**src/spc_pkg.sv**
```systemverilog
`default_nettype none

package spc_pkg;

    localparam int ModeW = 3;
    localparam int DwellW = 7;
    localparam int AngleW = 8;

    // Mode register codes.
    localparam logic [ModeW-1:0] MODE_STOP   = 3'd0;
    localparam logic [ModeW-1:0] MODE_LEFT   = 3'd1;
    localparam logic [ModeW-1:0] MODE_RIGHT  = 3'd2;
    localparam logic [ModeW-1:0] MODE_SWEEP  = 3'd3;
    localparam logic [ModeW-1:0] MODE_CENTRE = 3'd4;

    // Request type codes.
    localparam logic REQ_TICK = 1'b0;
    localparam logic REQ_SET  = 1'b1;

    // Register indexes on the configuration port.
    localparam logic [2:0] REG_MODE   = 3'd0;
    localparam logic [2:0] REG_DWELL  = 3'd1;
    localparam logic [2:0] REG_LOW    = 3'd2;
    localparam logic [2:0] REG_CENTRE = 3'd3;
    localparam logic [2:0] REG_HIGH   = 3'd4;

    localparam logic [AngleW-1:0] ANGLE_MAX = 8'd180;
    localparam logic [9:0]        SET_LIMIT = 10'sd120;

    localparam logic [ModeW-1:0]  MODE_RESET   = MODE_STOP;
    localparam logic [DwellW-1:0] DWELL_RESET  = 7'd80;
    localparam logic [AngleW-1:0] LOW_RESET    = 8'd5;
    localparam logic [AngleW-1:0] CENTRE_RESET = 8'd60;
    localparam logic [AngleW-1:0] HIGH_RESET   = 8'd115;

    typedef struct packed {
        logic [ModeW-1:0]  mode;
        logic [DwellW-1:0] dwell_ticks;
        logic [AngleW-1:0] low_end;
        logic [AngleW-1:0] centre_angle;
        logic [AngleW-1:0] high_end;
    } cfg_t;

    typedef struct packed {
        logic [AngleW-1:0] angle;
        logic [DwellW-1:0] dwell_count;
        logic              sweep_up;
    } state_t;

    typedef struct packed {
        logic [AngleW-1:0]        servo_angle;
        logic signed [AngleW-1:0] angle_offset;
        logic                     servo_written;
    } result_t;

endpackage

`default_nettype wire

```
**src/spc_cfg_regs.sv**
```systemverilog
`default_nettype none

module spc_cfg_regs (
    input  wire logic          clk,
    input  wire logic          rst_n,
    input  wire logic          psel,
    input  wire logic          penable,
    input  wire logic          pwrite,
    input  wire logic [4:0]    paddr,
    input  wire logic [31:0]   pwdata,
    output logic [31:0]        prdata,
    output logic               pready,
    output spc_pkg::cfg_t      cfg
);
    import spc_pkg::*;

    cfg_t       cfg_reg;
    cfg_t       cfg_next;
    logic [2:0] reg_idx;
    logic       wr_en;

    assign reg_idx = paddr[4:2];
    assign wr_en   = psel && penable && pwrite;
    assign pready  = 1'b1;
    assign cfg     = cfg_reg;

    always_comb
    begin
        cfg_next = cfg_reg;
        if (wr_en)
        begin
            unique case (reg_idx)
                REG_MODE:   cfg_next.mode         = pwdata[ModeW-1:0];
                REG_DWELL:  cfg_next.dwell_ticks  = pwdata[DwellW-1:0];
                REG_LOW:    cfg_next.low_end      = pwdata[AngleW-1:0];
                REG_CENTRE: cfg_next.centre_angle = pwdata[AngleW-1:0];
                REG_HIGH:   cfg_next.high_end     = pwdata[AngleW-1:0];
                default:    cfg_next = cfg_reg;
            endcase
        end
    end

    always_comb
    begin
        unique case (reg_idx)
            REG_MODE:   prdata = {29'd0, cfg_reg.mode};
            REG_DWELL:  prdata = {25'd0, cfg_reg.dwell_ticks};
            REG_LOW:    prdata = {24'd0, cfg_reg.low_end};
            REG_CENTRE: prdata = {24'd0, cfg_reg.centre_angle};
            REG_HIGH:   prdata = {24'd0, cfg_reg.high_end};
            default:    prdata = 32'd0;
        endcase
    end

    always_ff @(posedge clk or negedge rst_n)
    begin
        if (!rst_n)
        begin
            cfg_reg.mode         <= MODE_RESET;
            cfg_reg.dwell_ticks  <= DWELL_RESET;
            cfg_reg.low_end      <= LOW_RESET;
            cfg_reg.centre_angle <= CENTRE_RESET;
            cfg_reg.high_end     <= HIGH_RESET;
        end
        else
        begin
            cfg_reg <= cfg_next;
        end
    end

endmodule

`default_nettype wire

```
**src/spc_core.sv**
```systemverilog
`default_nettype none

module spc_core (
    input  wire spc_pkg::cfg_t   cfg,
    input  wire spc_pkg::state_t state,
    input  wire logic            req_type,
    input  wire logic [7:0]      angle_request,
    output spc_pkg::state_t      state_next,
    output spc_pkg::result_t     result
);
    import spc_pkg::*;

    logic [AngleW-1:0]  ang_up;
    logic [AngleW-1:0]  ang_dn;
    logic signed [9:0]  target;
    logic               target_ok;
    logic               at_low;
    logic               at_centre;
    logic               at_high;
    logic [DwellW-1:0]  dwell_inc;
    logic               dir_next;
    logic signed [9:0]  diff;
    logic               written;

    // Single-degree steps, saturated to the servo's range.
    assign ang_up = (state.angle >= ANGLE_MAX) ? ANGLE_MAX : state.angle + 8'd1;
    assign ang_dn = (state.angle == 8'd0) ? 8'd0 :
                    (state.angle > ANGLE_MAX + 8'd1) ? ANGLE_MAX : state.angle - 8'd1;

    assign target    = $signed({{2{angle_request[7]}}, angle_request})
                     + $signed({2'b00, cfg.centre_angle});
    assign target_ok = (target > 10'sd0) && (target < $signed(SET_LIMIT));

    assign at_low    = (state.angle == cfg.low_end);
    assign at_centre = !at_low && (state.angle == cfg.centre_angle);
    assign at_high   = !at_low && !at_centre && (state.angle == cfg.high_end);
    assign dwell_inc = state.dwell_count + 7'd1;
    assign dir_next  = (at_low || at_high) ? !state.sweep_up : state.sweep_up;

    always_comb
    begin
        state_next = state;
        written    = 1'b0;
        if (req_type == REQ_SET)
        begin
            if (target_ok)
            begin
                state_next.angle = target[7:0];
                written          = 1'b1;
            end
        end
        else
        begin
            unique case (cfg.mode)
                MODE_LEFT:
                begin
                    if (state.angle < cfg.high_end)
                    begin
                        state_next.angle = ang_up;
                        written          = 1'b1;
                    end
                end
                MODE_RIGHT:
                begin
                    if (state.angle > cfg.low_end)
                    begin
                        state_next.angle = ang_dn;
                        written          = 1'b1;
                    end
                end
                MODE_SWEEP:
                begin
                    if (at_low || at_centre || at_high)
                    begin
                        if (dwell_inc < cfg.dwell_ticks)
                        begin
                            state_next.dwell_count = dwell_inc;
                        end
                        else
                        begin
                            state_next.dwell_count = '0;
                            state_next.sweep_up    = dir_next;
                            state_next.angle       = dir_next ? ang_up : ang_dn;
                            written                = 1'b1;
                        end
                    end
                    else
                    begin
                        state_next.angle = state.sweep_up ? ang_up : ang_dn;
                        written          = 1'b1;
                    end
                end
                MODE_CENTRE:
                begin
                    state_next.angle = cfg.centre_angle;
                    written          = 1'b1;
                end
                default:
                begin
                    state_next = state;
                end
            endcase
        end
    end

    // Offset from centre, clamped to the signed 8-bit range.
    assign diff = $signed({2'b00, state_next.angle}) - $signed({2'b00, cfg.centre_angle});

    always_comb
    begin
        result.servo_angle   = state_next.angle;
        result.servo_written = written;
        priority if (diff > 10'sd127)
            result.angle_offset = 8'sd127;
        else if (diff < -10'sd128)
            result.angle_offset = -8'sd128;
        else
            result.angle_offset = diff[7:0];
    end

endmodule

`default_nettype wire

```
**src/servo_pan_sweep_controller.sv**
```systemverilog
// Servo pan sweep controller.
// Input channel: in_valid/in_stall carry one beat per item, either a tick
// (req_type 0) that advances the angle by the mode register, or a set-angle
// request (req_type 1) whose angle_request is an offset from centre.
// Output channel: out_valid/out_stall carry one result beat per item with
// servo_angle, angle_offset and servo_written.
// An accepted beat lands in an input register; once the result register can take
// it, the per-item update runs through one combinational stage into the result
// register and the angle, dwell counter and sweep direction are updated together.
// A new beat can be taken every cycle while the receiver does not stall: one item
// per cycle sustained.
// When the receiver stalls, the result register holds its beat, the input
// register keeps its item, and in_stall rises once both are full.
// Configuration goes through the APB-style port (registers at 4*i) and must
// only be changed while no item is in flight.
// Reset clears both stages and restores angle 60, dwell count 0, sweep
// moving down, and the register defaults.
`default_nettype none

module servo_pan_sweep_controller (
    input  wire logic        clk,
    input  wire logic        rst_n,
    input  wire logic        psel,
    input  wire logic        penable,
    input  wire logic        pwrite,
    input  wire logic [4:0]  paddr,
    input  wire logic [31:0] pwdata,
    output logic [31:0]      prdata,
    output logic             pready,
    input  wire logic        in_valid,
    output logic             in_stall,
    input  wire logic        req_type,
    input  wire logic [7:0]  angle_request,
    output logic             out_valid,
    input  wire logic        out_stall,
    output logic [7:0]       servo_angle,
    output logic signed [7:0] angle_offset,
    output logic             servo_written
);
    import spc_pkg::*;

    cfg_t        cfg;
    state_t      state_reg;
    state_t      state_calc;
    result_t     result_calc;
    result_t     res_reg;
    logic        s1_valid_reg;
    logic        s1_valid_next;
    logic        s1_req_reg;
    logic [7:0]  s1_angle_req_reg;
    logic        out_valid_reg;
    logic        out_valid_next;
    logic        out_ready;
    logic        advance;
    logic        in_take;

    spc_cfg_regs u_cfg (
        .clk     (clk),
        .rst_n   (rst_n),
        .psel    (psel),
        .penable (penable),
        .pwrite  (pwrite),
        .paddr   (paddr),
        .pwdata  (pwdata),
        .prdata  (prdata),
        .pready  (pready),
        .cfg     (cfg)
    );

    spc_core u_core (
        .cfg           (cfg),
        .state         (state_reg),
        .req_type      (s1_req_reg),
        .angle_request (s1_angle_req_reg),
        .state_next    (state_calc),
        .result        (result_calc)
    );

    // The result register can take a new beat when it is empty or being drained.
    assign out_ready = !out_valid_reg || !out_stall;
    assign advance   = s1_valid_reg && out_ready;
    assign in_stall  = s1_valid_reg && !out_ready;
    assign in_take   = in_valid && !in_stall;

    always_comb
    begin
        s1_valid_next = s1_valid_reg;
        if (in_take)
            s1_valid_next = 1'b1;
        else if (advance)
            s1_valid_next = 1'b0;

        out_valid_next = out_valid_reg;
        if (advance)
            out_valid_next = 1'b1;
        else if (!out_stall)
            out_valid_next = 1'b0;
    end

    always_ff @(posedge clk or negedge rst_n)
    begin
        if (!rst_n)
        begin
            s1_valid_reg          <= 1'b0;
            out_valid_reg         <= 1'b0;
            state_reg.angle       <= CENTRE_RESET;
            state_reg.dwell_count <= '0;
            state_reg.sweep_up    <= 1'b0;
        end
        else
        begin
            s1_valid_reg  <= s1_valid_next;
            out_valid_reg <= out_valid_next;
            if (advance)
                state_reg <= state_calc;
        end
    end

    // Payload registers need no reset.
    always_ff @(posedge clk)
    begin
        if (in_take)
        begin
            s1_req_reg       <= req_type;
            s1_angle_req_reg <= angle_request;
        end
        if (advance)
            res_reg <= result_calc;
    end

    assign out_valid     = out_valid_reg;
    assign servo_angle   = res_reg.servo_angle;
    assign angle_offset  = res_reg.angle_offset;
    assign servo_written = res_reg.servo_written;

    // A buffered item that cannot move on must still be there next cycle.
    a_s1_hold: assert property (@(posedge clk) disable iff (!rst_n)
        (s1_valid_reg && !out_ready) |=> s1_valid_reg)
        else $error("input stage lost an item while the output was stalled");

    // An item that reports no servo write leaves the angle untouched.
    a_no_write_no_move: assert property (@(posedge clk) disable iff (!rst_n)
        (advance && !result_calc.servo_written) |=> (state_reg.angle == $past(state_reg.angle)))
        else $error("angle changed without a servo write");

    // The reported angle is the angle the state now holds.
    a_result_matches_state: assert property (@(posedge clk) disable iff (!rst_n)
        advance |=> (res_reg.servo_angle == state_reg.angle))
        else $error("result angle differs from stored angle");

endmodule

`default_nettype wire

```
**config.mk**
```make
export PLATFORM = sky130hd
export DESIGN_NAME = servo_pan_sweep_controller
export DESIGN_NICKNAME = d
export VERILOG_FILES = /design/src/spc_pkg.sv /design/src/spc_cfg_regs.sv /design/src/spc_core.sv /design/src/servo_pan_sweep_controller.sv
export SDC_FILE = /design/constraint.sdc
export NUM_CORES = 1
export LEC_CHECK = 0
export BUFFER_PORTS_ARGS = -buffer_cell sky130_fd_sc_hd__buf_2
export CELL_PAD_IN_SITES_DETAIL_PLACEMENT = 0
export CELL_PAD_IN_SITES_GLOBAL_PLACEMENT = 1
export CORE_ASPECT_RATIO = 0.6
export CORE_UTILIZATION = 44
export CTS_CLUSTER_SIZE = 40
export DETAILED_ROUTE_END_ITERATION = 12
export HOLD_SLACK_MARGIN = 0.02
export PLACE_DENSITY_LB_ADDON = 0.08
export SYNTH_ARGS = -nofsm -noshare
export SYNTH_HDL_FRONTEND = slang
export SYNTH_SLANG_ARGS = --single-unit
export TNS_END_PERCENT = 5
```
**constraint.sdc**
```tcl
create_clock -name clk -period 6 [get_ports clk]
set_clock_uncertainty 0.1 [all_clocks]
set_input_delay 1.2 -clock clk [delete_from_list [all_inputs] [get_ports clk]]
set_output_delay 1.2 -clock clk [all_outputs]
set_load 0.05 [all_outputs]
```
; ---- After elaboration in Yosys (flattened, before gate mapping)
; Index checks and enable logic that the tools add are counted.
[word_totals]
regBits = 78
ram_bits = 0
output_inout_bits = 52
n_memories = 0
wordCells = 100
rom_bits = 0
latchBits = 0
in_bits = 53
[classes]
order_cmp = 9
add_sub_neg = 5
multipliers = 0
bitwise_logic = 2
n_div = 0
shifts = 0
muxes = 27
n_eq_ne = 12
reduce_logical = 30
[ops]
columns = cell, count
row1 = $mux W8, 12
row2 = $pmux W8 S5, 1
row3 = $pmux W8 S4, 1
row4 = $eq A8 B8 Y1, 3
row5 = $lt A10 B8 Y1 const B, 2
row6 = $eq A3 B2 Y1 const B, 4
row7 = $mux W1, 11
row8 = $add A8 B9 Y10, 1
row9 = $gt A10 B1 Y1 const B, 1
row10 = $gt A10 B8 Y1 const B, 1
row11 = $reduce_and A2 Y1, 5
row12 = $logic_and A1 B1 Y1, 9
row13 = $sub A8 B8 Y9, 1
row14 = $add A8 B1 Y8 const B, 1
row15 = $ge A8 B8 Y1 const B, 1
row16 = $gt A8 B8 Y1, 1
row17 = $gt A8 B8 Y1 const B, 1
row18 = $logic_not A8 Y1, 1
row19 = $lt A8 B8 Y1, 1
row20 = $sub A8 B1 Y8 const B, 1
row21 = $add A7 B1 Y7 const B, 1
row22 = $logic_not A1 Y1, 7
row23 = $lt A7 B7 Y1, 1
row24 = $mux W7, 1
row25 = 10 further kinds, 16

; ---- Logic depth before layout (Yosys ltp)
; Gate-level depths: netlist of the first run.
[logic_depth]
depth_word = 16
mapped_depth = 22
mapped_depth_nobuf = 22

; ---- By module
; From an unflattened synthesis of the first run, not the netlist that was laid out.
[hier_totals]
hier_cells = 718
area_unflattened_um2 = 6805.3
[modules_own_cells]
columns = module, seq_area_each_um2, instances, cells_each, area_per_inst_um2
row1 = spc_core, 0.0, 1, 511, 3459.6
row2 = spc_cfg_regs, 867.1, 1, 140, 1826.8
row3 = servo_pan_sweep_controller, 1236.2, 1, 67, 1519.0

; ---- Worst setup path before layout of the first run
; OpenSTA, ideal clock, no wires.
[synth_timing]
path_type = reg2reg
from = register state_reg[1] (netlist bit)
to = register res_reg (netlist bit angle_offset[5]), data pin
stages_incl_launch_ff = 22
period_less_slack_ns = 4.937
required_ns = 5.645
slack_ns = 1.063
path_buffers = 1
setup_time_ns = 0.255
arrival_time_ns = 4.583
path_cell_list = dfrtp_1 > ha_1 > and3_1 > nand3_1 > xnor2_1 > ha_1 > and2_1 > a221o_1 > a41o_1 > clkbuf_1 > a21oi_1 > a221oi_1 > nor4_1 > a21oi_1 > ha_1 > o21ai_0 > a21boi_0 > o211ai_1 > a21boi_1 > or2_2 > a211oi_2 > o21ba_2
[synth_rtl]
columns = element, line
row1 = from (decl), servo_pan_sweep_controller.sv:43  ; state_t state_reg;
row2 = from (signal assigned), servo_pan_sweep_controller.sv:115  ; state_reg <= state_calc;
row3 = to (signal assigned), servo_pan_sweep_controller.sv:128  ; res_reg <= result_calc;
row4 = to (decl), servo_pan_sweep_controller.sv:46  ; result_t res_reg;

==> results of run 1 <==
==> worst paths after layout <==
kind	startpoint	to	slack, ns	depth (start not counted)
worst max register to register	state_reg[1]	angle_offset[0]	0.26	22
min in group asynchronous	rst_n	u_cfg.cfg[20]	0.88	2
worst max-delay path	state_reg[1]	angle_offset[0]	0.26	22
worst min register to register	s1_valid_reg	out_valid	0.42	1
max in group asynchronous	rst_n	state_reg[1]	4.39	2
worst min-delay path	s1_valid_reg	out_valid	0.42	1
==> report_power, final <==
part | switching, uW | leakage, uW | internal, uW
logic | 1470 | 0.00217 | 803
registers | 151 | 0.000853 | 743
clock network | 266 | 0.000161 | 355
total | 1890 | 0.00318 | 1900
==> through the flow <==
step                area (um2)  setup WS (ns)  instances
CTS                       7490          0.201       1028
floorplan                 6830           1.06        798
global route              7520       -0.00290       1029
detailed placement        7160          0.256       1012
global placement          7160          0.362       1012
finish                    7520          0.261       1029
==> cells in the mapped netlist, drive strengths merged, types with 8 or more instances <==
cell	count	area, um2
xnor2	25	219
and3	11	68.8
and2	9	58.8
a211oi	8	65.1
o31ai	10	75.1
edfxtp	26	781
dfrtp	35	876
ha	44	551
nand3	25	125
nand2	69	262
dfstp	17	447
nand4	13	81.3
nor3	12	60.1
a21oi	43	219
o21ai	65	329
nand2b	14	87.6
inv	45	169
a31oi	8	50.1
nor2b	12	77.6
buf	36	243
nor2	51	194
mux2i	19	190
clkbuf	21	82.6
mux2	18	203
o22ai	10	68.8
==> metal layers <==
layer	share of wire	GRT usage
met4	0.013	0.0646
met3	0.092	0.0616
met1	0.51	0.468
met5	0	0
met2	0.38	0.379
==> cells in the final DEF (no fill, tap or decap), types with 24 or more instances in the layout <==
cell      instances
edfxtp_1         26
o21ai_0          58
nand3_1          25
a21oi_1          42
dfrtp_1          34
inv_1            45
buf_2            53
nor2_1           50
xnor2_1          24
nand2_1          68
ha_1             43
conb_1           25
==> cells by family (layout without fill, tap and decap cells) <==
family / Yosys count / count (layout)
adders and majority gates: 46 / 46
muxes: 37 / 37
xor gates and xnor gates: 28 / 28
AOI/OAI and AO/OA: 229 / 229
and+or+nand+nor: 251 / 251
other: 2 / 25
DFF: 78 / 78
buffers and inverters: 104 / 137
==> final cells by class <==
| cell class | instances | area share |
|---|---|---|
| multi-input cells | 616 | 0.565 |
| flip-flops and latches | 78 | 0.280 |
| repair buffers | 74 | 0.0562 |
| clock buffers | 10 | 0.0333 |
| well taps | 198 | 0.0329 |
| inverters | 47 | 0.0235 |
| clock inverters | 6 | 0.00965 |
==> timing repair <==
item | in CTS | in global routing
resized for setup | 0 | 6
setup endpoints to repair | 0 | 7
buffers inserted | 0 | 1
==> impl_metrics.py, run 1 <==
metrics = {
    "status": {
        "status": "finished clean",
    },
    "placed_design": {
        "gp_congestion": 0.973,
        "post-dp-hpwl_um": 17300,
        "port_buffers": 53,
    },
    "cts": {
        "clk_path_buf_depth": 2,
        "hold_buffers": 0,
        "clock_sinks": 78,
        "root_buffer": "clkbuf_16",
        "htreeDepth": 3,
        "numCtsBuffers": 9,
        "cts_tree": "yes",
        "clkTransAtPathRegs_ns": 0.07,
        "insertion_delay_ns": 0.35,
    },
    "setup_path": {
        "crit_path_max_incr_delay_ns": 0.42,
        "path_class": "register to register",
        "cp.required_ns": 5.99,
        "worstPathCellList": "ha_2 -> and3_1 -> nand3_1 -> xnor2_2 -> ha_1 -> and2_1 -> a221o_1 -> a41o_1 -> a21oi_1 -> a221oi_1 -> nor4_1 -> buf_4 -> a21oi_1 -> ha_1 -> o21ai_0 -> a21boi_0 -> o211ai_1 -> a21boi_1 -> nand4b_1 -> a211oi_2 -> buf_4 -> a21oi_1",
        "cp_num_buf_inv": 2,
        "crit_arrival_ns": 5.73,
        "path_max_fanout": 7,
        "start_kind": "register",
        "crit_path_end_kind": "register",
        "cpLargestDelayFamily": "compound AO/OA/AOI/OAI gates",
        "path_common_cell": "a21oi_1",
        "cp_slowest_cell": "dfrtp_2",
    },
    "run": {
        "maxCapViolCount": 0,
    },
    "logic_synthesis": {
        "synth-compound-area-share": 0.238,
        "syn_area_um2": 6740,
        "synthAdderAreaFrac": 0.0876,
        "synth_xor_area_frac": 0.0364,
        "synth_top_family_by_area": "compound AO/OA/AOI/OAI gates",
        "syn-instance-count": 775,
        "yosys.cell_types.count": 96,
        "synthArstFlopShare": 0.667,
        "yosysSeqAreaShare": 0.312,
        "avgSynthCellArea_um2": 8.70,
        "muxShareOfSynthArea": 0.0583,
        "yosys.area_share.simple": 0.192,
        "synth_seq_cells": 78,
        "synth_edf_count": 26,
        "ys_warn_count": 0,
        "synth_flop_cell": "dfrtp_1",
    },
    "power_and_ir_drop": {
        "ir_drop_v": 0.000233,
        "powerDensity_nw_per_um2": 504,
        "total_power_uw": 3790,
        "leakage_uw": 0.00318,
    },
    "drt": {
        "drt_first_iter_violations": 541,
        "drt-pass1-iter-count": 5,
        "antenna_left": 0,
        "drc_errors": 0,
        "vias": 6246,
        "wl_per_cell_um": 21.8,
        "routed_wl_um": 22400,
        "routed_via_density": 6.07,
    },
    "global_route": {
        "grt_max_degree": 53,
        "overflow": 0,
        "grt_pass1_vias": 5776,
        "grt_pass1_wl_um": 34200,
        "antenna_found_initial": 0,
        "track_usage": 0.289,
    },
    "sta": {
        "period_share": 0.957,
        "fmaxAchievable_mhz": 174,
        "post-route-min-period_ns": 5.74,
        "hold_ws_ns": 0.419,
        "hold_violations": 0,
        "tightest_slew_ns": 1.07,
        "finalMaxSlewViolations": 0,
        "setup_violations": 0,
        "setup_tns_ns": 0,
        "slew_headroom": 0.287,
    },
    "cells_and_area": {
        "seqCellArea_um2": 2100,
        "multi_input_area_um2": 4250,
        "drive_gt1_frac": 0.193,
        "syn_to_final_growth_pct": 11.6,
        "nFillCells": 1387,
        "largest_reg_flops": 34,
        "diodes": 0,
        "final_util": 0.511,
        "nets": 925,
    },
    "die": {
        "die_h_um": 97.9,
        "die-area_um2": 15800,
        "core_area_um2": 14700,
        "ioPinCount": 105,
        "rows": 34,
        "die_w_um": 162,
        "initial_utilization": 0.458,
    },
    "hold_path": {
        "hold_class": "register to register",
    },
}
Note: power is estimated with default switching activity, not from simulation.
==> run 2: changes to the inputs <==
--- a/config.mk
+++ b/config.mk
@@ -13,7 +13,7 @@
 export CTS_CLUSTER_SIZE = 40
 export DETAILED_ROUTE_END_ITERATION = 12
 export HOLD_SLACK_MARGIN = 0.02
-export PLACE_DENSITY_LB_ADDON = 0.08
+export PLACE_DENSITY_LB_ADDON = 0.2
 export SYNTH_ARGS = -nofsm -noshare
 export SYNTH_HDL_FRONTEND = slang
 export SYNTH_SLANG_ARGS = --single-unit
==> run 2 against run 1 <==
Effect of this change: final cell count increased by 0.19%; clock power fell by 6.1%; wire length up 0.60%; combinational power hardly changed; first-iteration DRC count grew 30%; global-route usage barely moved; worst setup slack improved by 0.095 ns; power shrank 1.1%; utilization fell by 0.077 points; non-clock buffer count rose by 2; fmax rose by 1.7%.
==> impl_metrics.py, run 2 (synthesis results as in run 1) <==
metrics = {
    "status": {
        "status": "finished clean",
    },
    "placed_design": {
        "place_ws_ns": 0.201,
        "port_buffers": 53,
        "post-dp-hpwl_um": 17200,
        "gp_congestion": 0.990,
    },
    "setup_path": {
        "worstPathCellList": "ha_1 -> and3_1 -> nand3_1 -> xnor2_1 -> ha_1 -> and2_1 -> a221o_1 -> a41oi_4 -> a21oi_1 -> a221oi_1 -> nor4_2 -> a21oi_1 -> ha_1 -> o21ai_0 -> a21boi_0 -> o211ai_1 -> a21boi_1 -> or2_2 -> a211oi_2 -> buf_4 -> a21oi_1",
        "crit_path_end_kind": "register",
        "cp_slowest_cell": "a221oi_1",
        "crit_path_max_incr_delay_ns": 0.48,
        "start_kind": "register",
        "crit_arrival_ns": 5.63,
        "path_class": "register to register",
        "path_max_fanout": 6,
        "cp.required_ns": 5.99,
    },
    "drt": {
        "wl_per_cell_um": 21.9,
        "drt-pass1-iter-count": 5,
        "routed_wl_um": 22600,
        "vias": 6335,
        "drc_errors": 0,
        "drt_first_iter_violations": 702,
        "routed_via_density": 6.14,
        "antenna_left": 0,
    },
    "cts": {
        "htreeDepth": 3,
        "insertion_delay_ns": 0.35,
        "clk_path_buf_depth": 2,
        "numCtsBuffers": 9,
        "cts_tree": "yes",
        "clock_sinks": 78,
        "hold_buffers": 0,
        "clkTransAtPathRegs_ns": 0.07,
        "root_buffer": "clkbuf_16",
    },
    "cells_and_area": {
        "diodes": 0,
        "largest_reg_flops": 34,
        "nets": 927,
        "syn_to_final_growth_pct": 11.5,
        "drive_gt1_frac": 0.193,
        "layout_commonest_cell": "nand2_1",
        "layout_common_cells": "68 x nand2_1, 57 x o21ai_0, 53 x buf_2",
    },
    "global_route": {
        "grt_pass1_vias": 5950,
        "antenna_found_initial": 0,
        "track_usage": 0.289,
        "grt_pass1_wl_um": 34400,
        "grt_max_degree": 53,
        "overflow": 0,
    },
    "die": {
        "die_w_um": 162,
        "die_h_um": 97.9,
        "ioPinCount": 105,
        "rows": 34,
        "die-area_um2": 15800,
        "initial_utilization": 0.458,
        "core_area_um2": 14700,
    },
    "sta": {
        "tightest_slew_ns": 0.782,
        "finalMaxSlewViolations": 0,
        "hold_violations": 0,
        "grt_setup_unrepaired": "false",
        "setup_tns_ns": 0,
        "setup_violations": 0,
        "slew_headroom": 0.476,
        "fmaxAchievable_mhz": 177,
        "finalWorstSetupSlack_ns": 0.356,
        "period_share": 0.941,
        "post-route-min-period_ns": 5.64,
    },
    "power_and_ir_drop": {
        "leakage_uw": 0.00317,
        "ir_drop_v": 0.000214,
        "powerDensity_nw_per_um2": 499,
        "total_power_uw": 3750,
    },
    "run": {
        "maxCapViolCount": 0,
    },
    "hold_path": {
        "hold_class": "register to register",
    },
}
==> run 2: cell type report <==
class / instances / area (um2)
fill: 1428 / 7210
multi-input combinational: 616 / 4250
sequential: 78 / 2100
timing repair buffer: 76 / 438
tap: 198 / 248
clock buffer: 10 / 229
inverter: 47 / 176
clock inverter: 6 / 68.8
==> run 2: per-stage QoR <==
stage | std cells | area, um2 | util | hold slack (ns)
2_1_floorplan | 798 | 6830 | - | 0.357
3_3_place_gp | 1015 | 7190 | 0.488 | 0.379
3_5_place_dp | 1015 | 7190 | 0.488 | 0.396
4_1_cts | 1031 | 7480 | 0.508 | 0.408
5_1_grt | 1031 | 7510 | 0.510 | 0.438
6_report | 1031 | 7510 | 0.510 | 0.406
==> run 2: routing by layer <==
layer | share of wire | GRT usage
met5 | 0 | 0
met4 | 0.010 | 0.0537
met3 | 0.11 | 0.0790
met2 | 0.39 | 0.389
met1 | 0.49 | 0.453
==> run 2: final timing paths <==
| path | startpoint | to | slack (ns) | depth (start not counted) |
|---|---|---|---|---|
| setup reg to reg | state_reg[1] | angle_offset[0] | 0.36 | 21 |
| hold reg to reg | state_reg[7] | state_reg[7] | 0.41 | 1 |
| setup / recovery | state_reg[1] | angle_offset[0] | 0.36 | 21 |
| max in group asynchronous | rst_n | state_reg[4] | 4.45 | 2 |
| hold / removal | state_reg[7] | state_reg[7] | 0.41 | 1 |
| min in group asynchronous | rst_n | u_cfg.cfg[27] | 0.88 | 2 |
==> run 2: power breakdown <==
group | switching (uW) | internal, uW
combinational | 1490 | 802
clock | 256 | 326
sequential | 137 | 742
total | 1880 | 1870
==> run 2: what timing repair did <==
item | 4_1_cts | 5_1_grt
endpoints found under the setup margin | 0 | 7
gates resized for setup | 0 | 7
setup buffers | 0 | 0
==> run 2: critical path, delay by kind of cell, from the launching register on <==
kind | cells | cell delay, ns
AO/OA/AOI/OAI | 11 | 2.57
AND/OR/NAND/NOR | 5 | 0.97
adder cells (fa/ha/maj) | 3 | 0.88
flip-flops | 1 | 0.43
XOR/XNOR | 1 | 0.24
buffers and inverters | 1 | 0.19
